--- src/design/apmh_pkg.sv ---
`timescale 1ns / 1ps
// ----------------------------------------------------------------------------
// apmh_pkg - shared types and constants of the hamming pattern matcher
// Widths, register map codes and the item formats that pass between the
// front end, the queue and the counting back end.
// ----------------------------------------------------------------------------
package apmh_pkg;

  localparam int MAX_PATTERN_LEN = 64;
  localparam int POSITION_WIDTH  = 32;
  localparam int LEN_W           = 7;
  localparam int OUT_POS_W       = 32;
  localparam int CNT_W           = 7;
  localparam int APB_DATA_W      = 64;
  localparam int APB_ADDR_W      = 5;

  // register indexes, at byte address 8 * index
  typedef enum logic [1:0] {
    REG_PATTERN_BITS   = 2'd0,
    REG_PATTERN_LENGTH = 2'd1,
    REG_MISMATCH_LIMIT = 2'd2
  } reg_index_t;

  localparam logic [MAX_PATTERN_LEN-1:0] PATTERN_RESET = '0;
  localparam logic [LEN_W-1:0]           LENGTH_RESET  = LEN_W'(10);
  localparam logic [LEN_W-1:0]           LIMIT_RESET   = LEN_W'(2);

  // live settings seen by the datapath
  typedef struct packed {
    logic [MAX_PATTERN_LEN-1:0] pattern;
    logic [LEN_W-1:0]           length;   // already clamped to 1..64
    logic [LEN_W-1:0]           limit;
  } match_cfg_t;

  // one full window waiting to be scored
  typedef struct packed {
    logic [MAX_PATTERN_LEN-1:0] window;
    logic [OUT_POS_W-1:0]       position;
  } window_req_t;

  // clamp a programmed length into 1..MAX_PATTERN_LEN
  function automatic logic [LEN_W-1:0] eff_length(input logic [LEN_W-1:0] len);
    logic [LEN_W-1:0] res;
    res = len;
    if (len == '0) begin
      res = LEN_W'(1);
    end else if (len > LEN_W'(MAX_PATTERN_LEN)) begin
      res = LEN_W'(MAX_PATTERN_LEN);
    end
    return res;
  endfunction

endpackage

--- src/design/apmh_fifo.sv ---
`timescale 1ns / 1ps
// ----------------------------------------------------------------------------
// apmh_fifo - two-entry request queue
// Decouples the window front end from the counting back end so that either
// side may stall without holding up the other.
// ----------------------------------------------------------------------------
module apmh_fifo (
  input  logic                 clk,
  input  logic                 rst,
  input  logic                 push,
  input  apmh_pkg::window_req_t push_data,
  output logic                 full,
  output logic                 pop_valid,
  input  logic                 pop,
  output apmh_pkg::window_req_t pop_data
);
  import apmh_pkg::*;

  window_req_t mem [2];
  logic        wr_ptr;
  logic        rd_ptr;
  logic [1:0]  count;
  logic        do_push;
  logic        do_pop;

  assign full      = (count == 2'd2);
  assign pop_valid = (count != 2'd0);
  assign pop_data  = mem[rd_ptr];
  assign do_push   = push && !full;
  assign do_pop    = pop && pop_valid;

  // storage
  always_ff @(posedge clk) begin
    if (do_push) begin
      mem[wr_ptr] <= push_data;
    end
  end

  // pointers and fill level
  always_ff @(posedge clk) begin
    if (rst) begin
      wr_ptr <= 1'b0;
      rd_ptr <= 1'b0;
      count  <= 2'd0;
    end else begin
      if (do_push) begin
        wr_ptr <= ~wr_ptr;
      end
      if (do_pop) begin
        rd_ptr <= ~rd_ptr;
      end
      case ({do_push, do_pop})
        2'b10:   count <= count + 2'd1;
        2'b01:   count <= count - 2'd1;
        default: count <= count;
      endcase
    end
  end

endmodule

--- src/design/apmh_front.sv ---
`timescale 1ns / 1ps
// ----------------------------------------------------------------------------
// apmh_front - reference bit intake
// Shifts each accepted bit into the window, counts bits since the last
// start and queues a scoring request once the window holds a full pattern.
// ----------------------------------------------------------------------------
module apmh_front (
  input  logic                       clk,
  input  logic                       rst,
  input  logic                       in_valid,
  output logic                       in_ready,
  input  logic                       ref_bit,
  input  logic                       start_req,
  input  logic [apmh_pkg::LEN_W-1:0] length,
  output logic                       push,
  output apmh_pkg::window_req_t      push_data,
  input  logic                       q_full
);
  import apmh_pkg::*;

  localparam logic [POSITION_WIDTH-1:0] POS_MAX = '1;

  logic [MAX_PATTERN_LEN-1:0] window;
  logic [POSITION_WIDTH-1:0]  bits_seen;
  logic [MAX_PATTERN_LEN-1:0] window_base;
  logic [POSITION_WIDTH-1:0]  seen_base;
  logic [MAX_PATTERN_LEN-1:0] window_next;
  logic [POSITION_WIDTH-1:0]  bits_seen_next;
  logic [POSITION_WIDTH-1:0]  start_pos;
  logic                       accept;
  logic                       full_window;

  assign in_ready = !q_full;
  assign accept   = in_valid && in_ready;

  // next window and saturating bit count
  always_comb begin
    window_base    = start_req ? '0 : window;
    seen_base      = start_req ? '0 : bits_seen;
    window_next    = {window_base[MAX_PATTERN_LEN-2:0], ref_bit};
    bits_seen_next = (seen_base == POS_MAX) ? seen_base : seen_base + POSITION_WIDTH'(1);
    full_window    = (bits_seen_next >= POSITION_WIDTH'(length));
    start_pos      = bits_seen_next - POSITION_WIDTH'(length);
  end

  // request to the back end
  assign push               = accept && full_window;
  assign push_data.window   = window_next;
  assign push_data.position = OUT_POS_W'(start_pos);

  // window state
  always_ff @(posedge clk) begin
    if (rst) begin
      window    <= '0;
      bits_seen <= '0;
    end else if (accept) begin
      window    <= window_next;
      bits_seen <= bits_seen_next;
    end
  end

endmodule

--- src/design/apmh_back.sv ---
`timescale 1ns / 1ps
// ----------------------------------------------------------------------------
// apmh_back - mismatch counter
// Three stages: aligned difference vector, byte population counts, then
// the final sum, limit compare and the result register.
// ----------------------------------------------------------------------------
module apmh_back (
  input  logic                      clk,
  input  logic                      rst,
  input  apmh_pkg::match_cfg_t      cfg,
  input  logic                      req_valid,
  output logic                      req_pop,
  input  apmh_pkg::window_req_t     req_data,
  output logic                      out_valid,
  input  logic                      out_ready,
  output logic [apmh_pkg::OUT_POS_W-1:0] out_position,
  output logic [apmh_pkg::CNT_W-1:0]     out_count
);
  import apmh_pkg::*;

  localparam int NUM_BYTES = MAX_PATTERN_LEN / 8;

  function automatic logic [3:0] popcount8(input logic [7:0] v);
    logic [3:0] s;
    s = '0;
    for (int i = 0; i < 8; i++) begin
      s = s + 4'(v[i]);
    end
    return s;
  endfunction

  logic [MAX_PATTERN_LEN-1:0] rev_pattern;
  logic [MAX_PATTERN_LEN-1:0] aligned_pattern;
  logic [MAX_PATTERN_LEN-1:0] len_mask;
  logic [LEN_W-1:0]           shift_amt;

  logic                       a_valid;
  logic [MAX_PATTERN_LEN-1:0] a_diff;
  logic [OUT_POS_W-1:0]       a_pos;
  logic                       b_valid;
  logic [3:0]                 b_part [NUM_BYTES];
  logic [OUT_POS_W-1:0]       b_pos;
  logic [CNT_W-1:0]           c_sum;

  logic a_ready;
  logic b_ready;
  logic c_ready;

  // stall chain from the result register backwards
  assign c_ready = !out_valid || out_ready;
  assign b_ready = !b_valid || c_ready;
  assign a_ready = !a_valid || b_ready;
  assign req_pop = req_valid && a_ready;

  // pattern element j meets window bit len-1-j: reverse, then shift down
  always_comb begin
    for (int i = 0; i < MAX_PATTERN_LEN; i++) begin
      rev_pattern[i] = cfg.pattern[MAX_PATTERN_LEN-1-i];
    end
    shift_amt       = LEN_W'(MAX_PATTERN_LEN) - cfg.length;
    aligned_pattern = rev_pattern >> shift_amt;
    len_mask        = ~({MAX_PATTERN_LEN{1'b1}} << cfg.length);
  end

  // stage a: difference vector
  always_ff @(posedge clk) begin
    if (rst) begin
      a_valid <= 1'b0;
    end else if (a_ready) begin
      a_valid <= req_valid;
    end
  end

  always_ff @(posedge clk) begin
    if (a_ready && req_valid) begin
      a_diff <= (req_data.window ^ aligned_pattern) & len_mask;
      a_pos  <= req_data.position;
    end
  end

  // stage b: per-byte counts
  always_ff @(posedge clk) begin
    if (rst) begin
      b_valid <= 1'b0;
    end else if (b_ready) begin
      b_valid <= a_valid;
    end
  end

  always_ff @(posedge clk) begin
    if (b_ready && a_valid) begin
      for (int k = 0; k < NUM_BYTES; k++) begin
        b_part[k] <= popcount8(a_diff[8*k +: 8]);
      end
      b_pos <= a_pos;
    end
  end

  // final sum
  always_comb begin
    c_sum = '0;
    for (int k = 0; k < NUM_BYTES; k++) begin
      c_sum = c_sum + CNT_W'(b_part[k]);
    end
  end

  // stage c: result register, valid only for windows within the limit
  always_ff @(posedge clk) begin
    if (rst) begin
      out_valid <= 1'b0;
    end else if (c_ready) begin
      out_valid <= b_valid && (c_sum <= cfg.limit);
    end
  end

  always_ff @(posedge clk) begin
    if (c_ready && b_valid) begin
      out_position <= b_pos;
      out_count    <= c_sum;
    end
  end

endmodule

--- src/design/approx_pattern_match_hamming_core.sv ---
`timescale 1ns / 1ps
// ----------------------------------------------------------------------------
// approx_pattern_match_hamming_core - k-mismatch binary pattern matcher
//
//   port group   dir   fields (low bit first)
//   s_axis       in    tdata: ref_bit, 7 zero bits; tuser: start_req
//   m_axis       out   tdata: match_position[31:0], mismatch_count[6:0], 0
//   apb          cfg   0x00 pattern_bits, 0x08 pattern_length,
//                      0x10 mismatch_limit
//
// One reference bit is taken every cycle while the queue is not full; the window
// shift and the queue push sit in the same cycle at the front.
// A taken bit's result passes through the queue and then the difference,
// byte count and sum stages of the back end.
// Reset is synchronous; it clears window, bit count, queue and stages and restores the settings.
// The two-entry queue lets intake keep running while a result stalls; the
// input stalls only when the queue is full.
// ----------------------------------------------------------------------------
module approx_pattern_match_hamming_core (
  input  logic                                clk,
  input  logic                                rst,
  // input stream
  input  logic                                s_axis_tvalid,
  output logic                                s_axis_tready,
  input  logic [7:0]                          s_axis_tdata,  // ref_bit, pad
  input  logic [0:0]                          s_axis_tuser,  // start_req
  // result stream
  output logic                                m_axis_tvalid,
  input  logic                                m_axis_tready,
  output logic [39:0]                         m_axis_tdata,  // match_position, mismatch_count, pad
  // configuration
  input  logic                                psel,
  input  logic                                penable,
  input  logic                                pwrite,
  input  logic [apmh_pkg::APB_ADDR_W-1:0]     paddr,
  input  logic [apmh_pkg::APB_DATA_W-1:0]     pwdata,
  output logic [apmh_pkg::APB_DATA_W-1:0]     prdata,
  output logic                                pready
);
  import apmh_pkg::*;

  logic [MAX_PATTERN_LEN-1:0] pattern_bits;
  logic [LEN_W-1:0]           pattern_length;
  logic [LEN_W-1:0]           mismatch_limit;
  reg_index_t                 reg_sel;
  logic                       cfg_write;
  match_cfg_t                 cfg;

  logic                       q_push;
  window_req_t                q_push_data;
  logic                       q_full;
  logic                       q_valid;
  logic                       q_pop;
  window_req_t                q_pop_data;
  logic [OUT_POS_W-1:0]       res_position;
  logic [CNT_W-1:0]           res_count;

  // register file
  assign pready    = 1'b1;
  assign reg_sel   = reg_index_t'(paddr[APB_ADDR_W-1:3]);
  assign cfg_write = psel && penable && pwrite && pready;

  always_ff @(posedge clk) begin
    if (rst) begin
      pattern_bits   <= PATTERN_RESET;
      pattern_length <= LENGTH_RESET;
      mismatch_limit <= LIMIT_RESET;
    end else if (cfg_write) begin
      unique case (reg_sel)
        REG_PATTERN_BITS:   pattern_bits   <= pwdata;
        REG_PATTERN_LENGTH: pattern_length <= pwdata[LEN_W-1:0];
        REG_MISMATCH_LIMIT: mismatch_limit <= pwdata[LEN_W-1:0];
        default: ;
      endcase
    end
  end

  // read back
  always_comb begin
    unique case (reg_sel)
      REG_PATTERN_BITS:   prdata = pattern_bits;
      REG_PATTERN_LENGTH: prdata = APB_DATA_W'(pattern_length);
      REG_MISMATCH_LIMIT: prdata = APB_DATA_W'(mismatch_limit);
      default:            prdata = '0;
    endcase
  end

  assign cfg.pattern = pattern_bits;
  assign cfg.length  = eff_length(pattern_length);
  assign cfg.limit   = mismatch_limit;

  // intake
  apmh_front u_front (
    .clk       (clk),
    .rst       (rst),
    .in_valid  (s_axis_tvalid),
    .in_ready  (s_axis_tready),
    .ref_bit   (s_axis_tdata[0]),
    .start_req (s_axis_tuser[0]),
    .length    (cfg.length),
    .push      (q_push),
    .push_data (q_push_data),
    .q_full    (q_full)
  );

  // request queue
  apmh_fifo u_fifo (
    .clk       (clk),
    .rst       (rst),
    .push      (q_push),
    .push_data (q_push_data),
    .full      (q_full),
    .pop_valid (q_valid),
    .pop       (q_pop),
    .pop_data  (q_pop_data)
  );

  // scoring
  apmh_back u_back (
    .clk          (clk),
    .rst          (rst),
    .cfg          (cfg),
    .req_valid    (q_valid),
    .req_pop      (q_pop),
    .req_data     (q_pop_data),
    .out_valid    (m_axis_tvalid),
    .out_ready    (m_axis_tready),
    .out_position (res_position),
    .out_count    (res_count)
  );

  assign m_axis_tdata = {1'b0, res_count, res_position};

endmodule

--- config.mk ---
export PLATFORM = sky130hd
export DESIGN_NAME = approx_pattern_match_hamming_core
export DESIGN_NICKNAME = d
export VERILOG_FILES = /design/src/design/apmh_pkg.sv /design/src/design/apmh_fifo.sv /design/src/design/apmh_front.sv /design/src/design/apmh_back.sv /design/src/design/approx_pattern_match_hamming_core.sv
export SDC_FILE = /design/constraint.sdc
export NUM_CORES = 1
export LEC_CHECK = 0
export BUFFER_PORTS_ARGS = -buffer_cell sky130_fd_sc_hd__buf_2
export CORE_UTILIZATION = 30
export CTS_CLUSTER_SIZE = 16
export DETAILED_ROUTE_END_ITERATION = 12
export HOLD_SLACK_MARGIN = 0.12
export SLEW_MARGIN = 20
export SYNTH_ARGS = -nofsm -noshare
export SYNTH_HDL_FRONTEND = slang
export SYNTH_SLANG_ARGS = --single-unit
--- constraint.sdc ---
create_clock -name clk -period 28.8 [get_ports clk]
set_clock_uncertainty 0.2 [all_clocks]
set_input_delay 5.76 -clock clk [delete_from_list [all_inputs] [get_ports clk]]
set_output_delay 5.76 -clock clk [all_outputs]
set_load 0.005 [all_outputs]
* Word level (Yosys, flattened, before mapping) *
Memory sizes are Yosys's and may differ from the RTL's. A register that Yosys moved wholly into a read port is not among the register bits.
Index checks and enable logic that the tools add are counted.

cells by class
  add/sub/neg operators = 68
  order comparisons = 3
  equality and inequality tests = 6
  shifts and indexed selects = 2
  mux-type cells = 13
  bitwise gates (word level) = 5
  reduce and logical (&&, ||, !) cells = 24

operator list
  operator                                                             number
  4-bit by 1-bit adder with 4-bit output                               48
  64-bit one-hot mux with 3 select lines                               1
  64-bit AND                                                           1
  32-bit two-way mux                                                   2
  64-bit NOT                                                           1
  64-bit by 7-bit << shifter with 64-bit output, first input constant  1
  64-bit by 7-bit >> shifter with 64-bit output                        1
  64-bit bitwise XOR                                                   1
  63-bit two-way mux                                                   1
  7-bit by 4-bit adder with 7-bit output                               6
  32-bit by 1-bit adder with 32-bit output, second input constant      1
  32-bit == test, second input constant                                1
  32-bit by 7-bit >= comparator with 1-bit output                      1
  32-bit by 7-bit subtractor with 32-bit output                        1
  1-bit by 1-bit adder with 2-bit output                               8
  7-bit two-way mux                                                    2
  1-bit logical AND                                                    10
  7-bit > comparator, second input constant                            1
  7-bit <= comparator                                                  1
  7-bit zero test                                                      1
  7-bit subtractor, first input constant                               1
  2-bit == test, second input constant                                 3
  1-bit two-way mux                                                    6
  2-bit AND reduction                                                  3
  10 further kinds                                                     18

storage, ports and cells
  bits in registers = 347
  bits in writable memories = 224
  bits of input ports = 85
  output and inout bits = 107
  memories = 2

memory list
  memory         words  width  read ports  clocked after Yosys merged registers in  write ports  RTL line         RTL
  u_fifo.mem     2      96     1           1                                        1            apmh_fifo.sv:19  window_req_t mem [2];
  u_back.b_part  8      4      8           0                                        8            apmh_back.sv:41  logic [3:0] b_part [NUM_BYTES];

* Logic depth before layout (Yosys ltp) *
An unclocked memory read counts as a cell.

  depth after elaboration = 10
  depth in mapped cells = 25
  gate-level depth less buffers = 22

* Hierarchy *
From an unflattened synthesis, not the netlist that was laid out.

second synthesis, totals
  cell total of the unflattened synthesis = 2655
  area total of the unflattened synthesis = 31121.1 um^2

by module, submodules not included
  module                             instances  cells each  area an instance (um^2)
  apmh_back                          1          1116        14164.8
  apmh_fifo                          1          325         7144.4
  apmh_front                         1          782         5759.3
  approx_pattern_match_hamming_core  1          432         4052.6

* Least setup slack after synthesis *
Ideal clock, no wire load.

  path kind = in2reg
  start point = in s_axis_tuser
  end point = mem u_fifo.mem[0][0] in the netlist's numbering, enable pin
  arrival = 14.052 ns
  data required time = 28.049 ns
  slack = 13.997 ns
  stages = 22
  path buffers = 5
  path through = clkbuf_1 > clkbuf_1 > buf_1 > clkbuf_1 > buf_1 > nor2b_1 > ha_1 > nand4b_4 > nor4_4 > nand3_1 > xnor2_1 > ha_1 > fa_1 > nor2b_1 > o21ai_0 > a21boi_0 > o211ai_1 > nand3b_1 > or3_4 > nor2_8 > a21o_1 > nor2_1

on the way
  longest elaborated chain between the ends = 8
  elaborated cells on any way between the ends = 9
  those cells by class = add/sub: 1; order compare: 1; eq/ne: 1; mux: 4; reduce/logical: 2

RTL lines
  element                                                                            RTL line                                 RTL
  from (decl)                                                                        approx_pattern_match_hamming_core.sv:26  input logic [0:0] s_axis_tuser,
  32-bit two-way mux (*)                                                             apmh_front.sv:39                         seen_base = start_req ? '0 : bits_seen;
  32-bit by 1-bit adder with 32-bit output / 32-bit == test (equally long branches)  apmh_front.sv:41                         bits_seen_next = (seen_base == POS_MAX) ? seen_base : seen_base + POSITION_WIDTH'(1);
  32-bit two-way mux (*)                                                             apmh_front.sv:41
  32-bit by 7-bit >= comparator with 1-bit output (*)                                apmh_front.sv:42                         full_window = (bits_seen_next >= POSITION_WIDTH'(length));
  1-bit logical AND (*)                                                              apmh_front.sv:47                         assign push = accept && full_window;
  1-bit logical AND (*)                                                              apmh_fifo.sv:29                          assign do_push = push && !full;
  1-bit two-way mux (*)                                                              apmh_fifo.sv:34                          if (do_push) begin
  1-bit two-way mux (implied by the code) (*)                                        apmh_fifo.sv:35                          mem[wr_ptr] <= push_data;
  to (decl)                                                                          apmh_fifo.sv:19

Mark *: on every way between the ends. The rest lies on a longest branch, timed or not.

* Worst setup path after layout *
  start point = in paddr[3] in the netlist's numbering
  end point = out prdata[17] in the netlist's numbering

on the way
  longest elaborated chain between the ends = 2
  elaborated cells on any way between the ends = 4
  those cells by class = eq/ne: 2; mux: 1; reduce/logical: 1

RTL lines
  element                                     RTL line                                 RTL
  from (decl)                                 approx_pattern_match_hamming_core.sv:35  input logic [apmh_pkg::APB_ADDR_W-1:0] paddr,
  2-bit == test (tied with other cells)       approx_pattern_match_hamming_core.sv:80  unique case (reg_sel)
  64-bit one-hot mux with 3 select lines (*)  approx_pattern_match_hamming_core.sv:80
  to (decl)                                   approx_pattern_match_hamming_core.sv:37  output logic [apmh_pkg::APB_DATA_W-1:0] prdata,

Marked as above.

==> impl_results.html <==
<table>
<tr><th>Metric</th><th>Value</th></tr>
<tr><th colspan="2">Outcome</th></tr>
<tr><td>Result of the run</td><td>finished, final reports clean</td></tr>
<tr><th colspan="2">Critical path</th></tr>
<tr><td>Signal arrival time at the worst endpoint</td><td>6.75 ns</td></tr>
<tr><td>Critical Path Sink Type</td><td>output port</td></tr>
<tr><td>Required time worst endpoint</td><td>22.84 ns</td></tr>
<tr><td>Crit-path max FO</td><td>57</td></tr>
<tr><td>Category of the worst setup path launch point</td><td>input pin</td></tr>
<tr><td>Worst Path Class, Setup</td><td>in2out</td></tr>
<tr><th colspan="2">Global route</th></tr>
<tr><td>Number of antenna violations at the first check in global routing</td><td>2</td></tr>
<tr><td>Vias in the first global route</td><td>19,700</td></tr>
<tr><td>Wire length of the first global-routing pass</td><td>118 mm</td></tr>
<tr><td>Grt total ovfl</td><td>0</td></tr>
<tr><td>Global router's overall resource usage</td><td>0.147</td></tr>
<tr><td>Pin count of the biggest net entering global routing</td><td>80</td></tr>
<tr><th colspan="2">Layout</th></tr>
<tr><td>P&amp;R area growth vs syn</td><td>14.1%</td></tr>
<tr><td>Fin util</td><td>0.345</td></tr>
<tr><td>Post-layout instance count excluding filler cells</td><td>4,235</td></tr>
<tr><td>FF/Latch Area</td><td>between 15,000 and 20,000 µm²</td></tr>
<tr><td>Commonest cells after routing, fill and taps aside</td><td>nand2_1, edfxtp_1, a21oi_1</td></tr>
<tr><td>Layout fillers</td><td>approximately 10,000</td></tr>
<tr><td>Final Instance Area</td><td>34,500 µm²</td></tr>
<tr><td>Most common cell after layout, fill and taps aside</td><td>nand2_1</td></tr>
<tr><td>Final net count</td><td>between 3,000 and 4,000</td></tr>
<tr><td>Share of layout cells above drive strength 1</td><td>0.159</td></tr>
<tr><td>Footprint of the multi-input gates</td><td>~14,000 µm²</td></tr>
<tr><th colspan="2">Clocking</th></tr>
<tr><td># Post-CTS Setup Buffers</td><td>0</td></tr>
<tr><td>Clock tree from TritonCTS</td><td>done</td></tr>
<tr><td>Clock Pin Slew Worst Setup and Hold Paths</td><td>0.06 ns</td></tr>
<tr><td>Clock buffer depth</td><td>3</td></tr>
<tr><td>Sinks on the clock net</td><td>572</td></tr>
<tr><td>Number of buffers added by the clock tree synthesis step</td><td>59</td></tr>
<tr><td>H-tree levels</td><td>2</td></tr>
<tr><td>Clock insertion delay at the later pin of the skew report</td><td>0.64 ns</td></tr>
<tr><td>Root buf cell</td><td>clkbuf_16</td></tr>
<tr><td>Post-cts hold buffer count</td><td>0</td></tr>
<tr><td>Number of resized instances in the post-cts repair step</td><td>0</td></tr>
<tr><th colspan="2">STA</th></tr>
<tr><td>Final hold viol count</td><td>0</td></tr>
<tr><td>Unrepaired setup endpoints after global routing</td><td>false</td></tr>
<tr><td>Actual slew at the worst max-slew pin</td><td>1.18 ns</td></tr>
<tr><td>Number of setup violations in the final report</td><td>0</td></tr>
<tr><td>Share of the clock period used by the worst path</td><td>0.441</td></tr>
<tr><td>Sum Neg Setup Slack</td><td>0 ns</td></tr>
<tr><td>Maximum achievable frequency</td><td>0.0787 GHz</td></tr>
<tr><td>Number of max-slew violations in the final report</td><td>0</td></tr>
<tr><td>Final min period</td><td>12.71 ns</td></tr>
<tr><td>Relative slew margins</td><td>0.212</td></tr>
<tr><th colspan="2">Run</th></tr>
<tr><td>Maximum capacitance violations</td><td>0</td></tr>
<tr><th colspan="2">Synth</th></tr>
<tr><td>Primary flip-flop cell chosen by synthesis mapping</td><td>edfxtp_1</td></tr>
<tr><td>Portion of netlist area occupied by mux cells</td><td>0.114</td></tr>
<tr><td>Number of enable flip-flop cells after synthesis</td><td>391</td></tr>
<tr><td>Cell area after synthesis</td><td>30,300 µm²</td></tr>
<tr><td>Syn_area_per_cell</td><td>10.9 µm²</td></tr>
<tr><td>Xor/xnor share of the synthesized area</td><td>0.0367</td></tr>
<tr><td>Seq/Total Area, Yosys</td><td>0.508</td></tr>
<tr><td>Yosys reg bits</td><td>572</td></tr>
<tr><td>Post-synthesis instance total</td><td>2,784</td></tr>
<tr><td>Post-synthesis cell type with the largest combined area</td><td>edfxtp_1</td></tr>
<tr><td>Simple-gate share of the synthesized area</td><td>0.148</td></tr>
<tr><td>Synth Area in Compound Gates</td><td>0.0935</td></tr>
<tr><td>Warning count from the yosys run</td><td>0</td></tr>
<tr><td>Largest family of logic cells by synthesized area</td><td>simple AND/OR/NAND/NOR gates</td></tr>
<tr><td>Post-synth cell types</td><td>85</td></tr>
<tr><td>Biggest area contributors in the synthesized netlist</td><td>edfxtp_1, dfxtp_1, nand2_1, mux2i_1, mux4_2</td></tr>
<tr><td>Ys async rst share</td><td>0</td></tr>
<tr><td>Share of synthesized cell area in full adder, half adder and majority cells</td><td>0.0588</td></tr>
<tr><td>Nets in the synthesized netlist</td><td>2,980</td></tr>
<tr><td>Fraction of post-synthesis cell area in the top cell type by area</td><td>0.388</td></tr>
<tr><th colspan="2">Drt</th></tr>
<tr><td>First DRT Iteration DRCs</td><td>1,782</td></tr>
<tr><td>Routed vias/inst</td><td>4.96</td></tr>
<tr><td>Routed wire length per instance</td><td>18.2 µm</td></tr>
<tr><td>Residual DRC</td><td>0</td></tr>
<tr><td>Total number of vias</td><td>21,000</td></tr>
<tr><td>Antenna Violating Nets Remaining</td><td>0</td></tr>
<tr><td>First-pass iteration count of the detailed router</td><td>5</td></tr>
<tr><td>Final routed wirelength across all metal layers</td><td>77.2 mm</td></tr>
<tr><th colspan="2">Power</th></tr>
<tr><td>Clock power frac</td><td>0.205</td></tr>
<tr><td>Switching share of power</td><td>0.388</td></tr>
<tr><td>Net switching power</td><td>between 0.0015 and 0.002 W</td></tr>
<tr><td>Power per unit of standard cell area</td><td>112 nW/µm²</td></tr>
<tr><td>Share of total power in sequential cells</td><td>0.310</td></tr>
<tr><td>Largest voltage drop on the vdd net</td><td>0.000216 V</td></tr>
<tr><td>Power Internal</td><td>0.00238 W</td></tr>
<tr><td>Combinational group share of total power</td><td>0.484</td></tr>
<tr><td>LEAKAGE</td><td>roughly 13 nW</td></tr>
<tr><th colspan="2">Floorplan</th></tr>
<tr><td>Number of core rows</td><td>116</td></tr>
<tr><td>I/O pins</td><td>192</td></tr>
<tr><td>Die width</td><td>~320 µm</td></tr>
<tr><td>Core ar.</td><td>100,000 µm²</td></tr>
<tr><td>Starting density of the core</td><td>0.303</td></tr>
<tr><td>Die span in y</td><td>320 µm</td></tr>
<tr><td>Die ar.</td><td>102,000 µm²</td></tr>
<tr><th colspan="2">Placed design</th></tr>
<tr><td>Placed cell area</td><td>around 32,000 µm²</td></tr>
<tr><td>Count of buffers inserted at the top-level ports</td><td>179</td></tr>
<tr><td>Half-perimeter wire length of the detailed placement result</td><td>around 55 mm</td></tr>
<tr><td>RePlAce Congestion</td><td>0.971</td></tr>
<tr><td>Total instance count after detailed placement</td><td>4,121</td></tr>
<tr><th colspan="2">Min path</th></tr>
<tr><td>Worst min-delay path class</td><td>reg2reg</td></tr>
</table>
worst paths after layout:
| check | cells past startpoint | startpoint | to | slack (ns) |
|---|---|---|---|---|
| worst max-delay path | 5 | paddr[3] | prdata[17] | 16.09 |
| worst min-delay path | 0 | u_back.a_pos[31] | u_back.b_pos[31] | 0.21 |
| worst max register to register | 18 | u_front.bits_seen[1] | u_fifo.mem[0][63] | 21.82 |
| worst min register to register | 0 | u_back.a_pos[31] | u_back.b_pos[31] | 0.21 |
logic make-up (layout without fill, tap and decap cells):
group,Yosys count,after routing
compound gates,466,466
xor+xnor,127,127
fa+ha+maj,111,111
buf+inv,324,476
flops,572,572
mux,256,256
other cells,2,3
simple gates,926,926
power by group through the flow:
stage	clock network, W	logic [W]	registers (W)
after floorplan	0	0.00131	0.00122
after global routing	0.000849	0.00218	0.00122
after global placement	0	0.00190	0.00122
final	0.000797	0.00188	0.00121
after CTS	0.000817	0.00196	0.00121
after detailed placement	0	0.00195	0.00123
synth_stat cells, types with 5 or more instances:
cell / instances
mux2_2: 38
nand3_1: 38
mux4_2: 66
nand4_1: 14
buf_2: 11
inv_1: 151
a22oi_1: 29
dfxtp_1: 181
and2_1: 68
fa_1: 52
ha_1: 59
a32oi_1: 8
buf_1: 24
edfxtp_1: 391
a211oi_1: 21
o211ai_1: 5
a22o_1: 5
xnor2_1: 74
nor4_1: 6
or2_2: 7
clkbuf_1: 130
nor3_1: 28
or3_1: 9
a221oi_1: 6
mux2i_1: 151
nor2_1: 182
o22ai_1: 25
xor2_1: 53
nor2b_1: 95
a21o_1: 13
nand2b_1: 10
nand2_1: 408
o21a_1: 6
a31oi_1: 7
a211o_1: 7
o21ai_0: 53
a21oi_1: 242
and3_1: 17
critical path, stage by stage:
cell    delay [ns]
buf_2         0.21
nor2_2        0.11
buf_4         0.35
and2_1        0.19
buf_2         0.11
registers in the layout, summed over array words and instances, names as in the netlist, 2 cells and up, named ones only:
register,cells
u_front.bits_seen,32
u_back.b_part,32
u_back.a_pos,32
u_back.out_count,7
u_fifo.mem,192
u_front.window,63
pattern_length,7
u_fifo.count,2
u_back.b_pos,32
pattern_bits,64
u_back.out_position,32
u_back.a_diff,64
mismatch_limit,7
metal layers:
metal | part of all wire | up-vias | global-route usage
met2 | 0.46 | 631 | 0.234
li1 | - | 10100 | -
met1 | 0.44 | 10200 | 0.202
met4 | 0.032 | 4 | 0.0489
met3 | 0.064 | 123 | 0.0265
met5 | 0.00035 | - | 0
metrics by stage:
step | total power, W | setup WS [ns] | hold WS [ns]
CTS | 0.00398 | 16.09 | 0.208
detailed placement | 0.00318 | 16.09 | 0.205
global route | 0.00425 | 15.99 | 0.223
global placement | 0.00312 | 16.11 | 0.203
finish | 0.00388 | 16.09 | 0.214
floorplan | 0.00253 | 14.00 | 0.200
cell type report:
type | count | share of cell area
sequential | 572 | 0.445
multi-input combinational | 1888 | 0.397
clock buffer | 82 | 0.0503
tap | 1298 | 0.0470
timing repair buffer | 211 | 0.0337
inverter | 153 | 0.0167
clock inverter | 30 | 0.00968
antenna | 1 | 0.0000725
No activity file was read; power rests on OpenSTA's default activity.
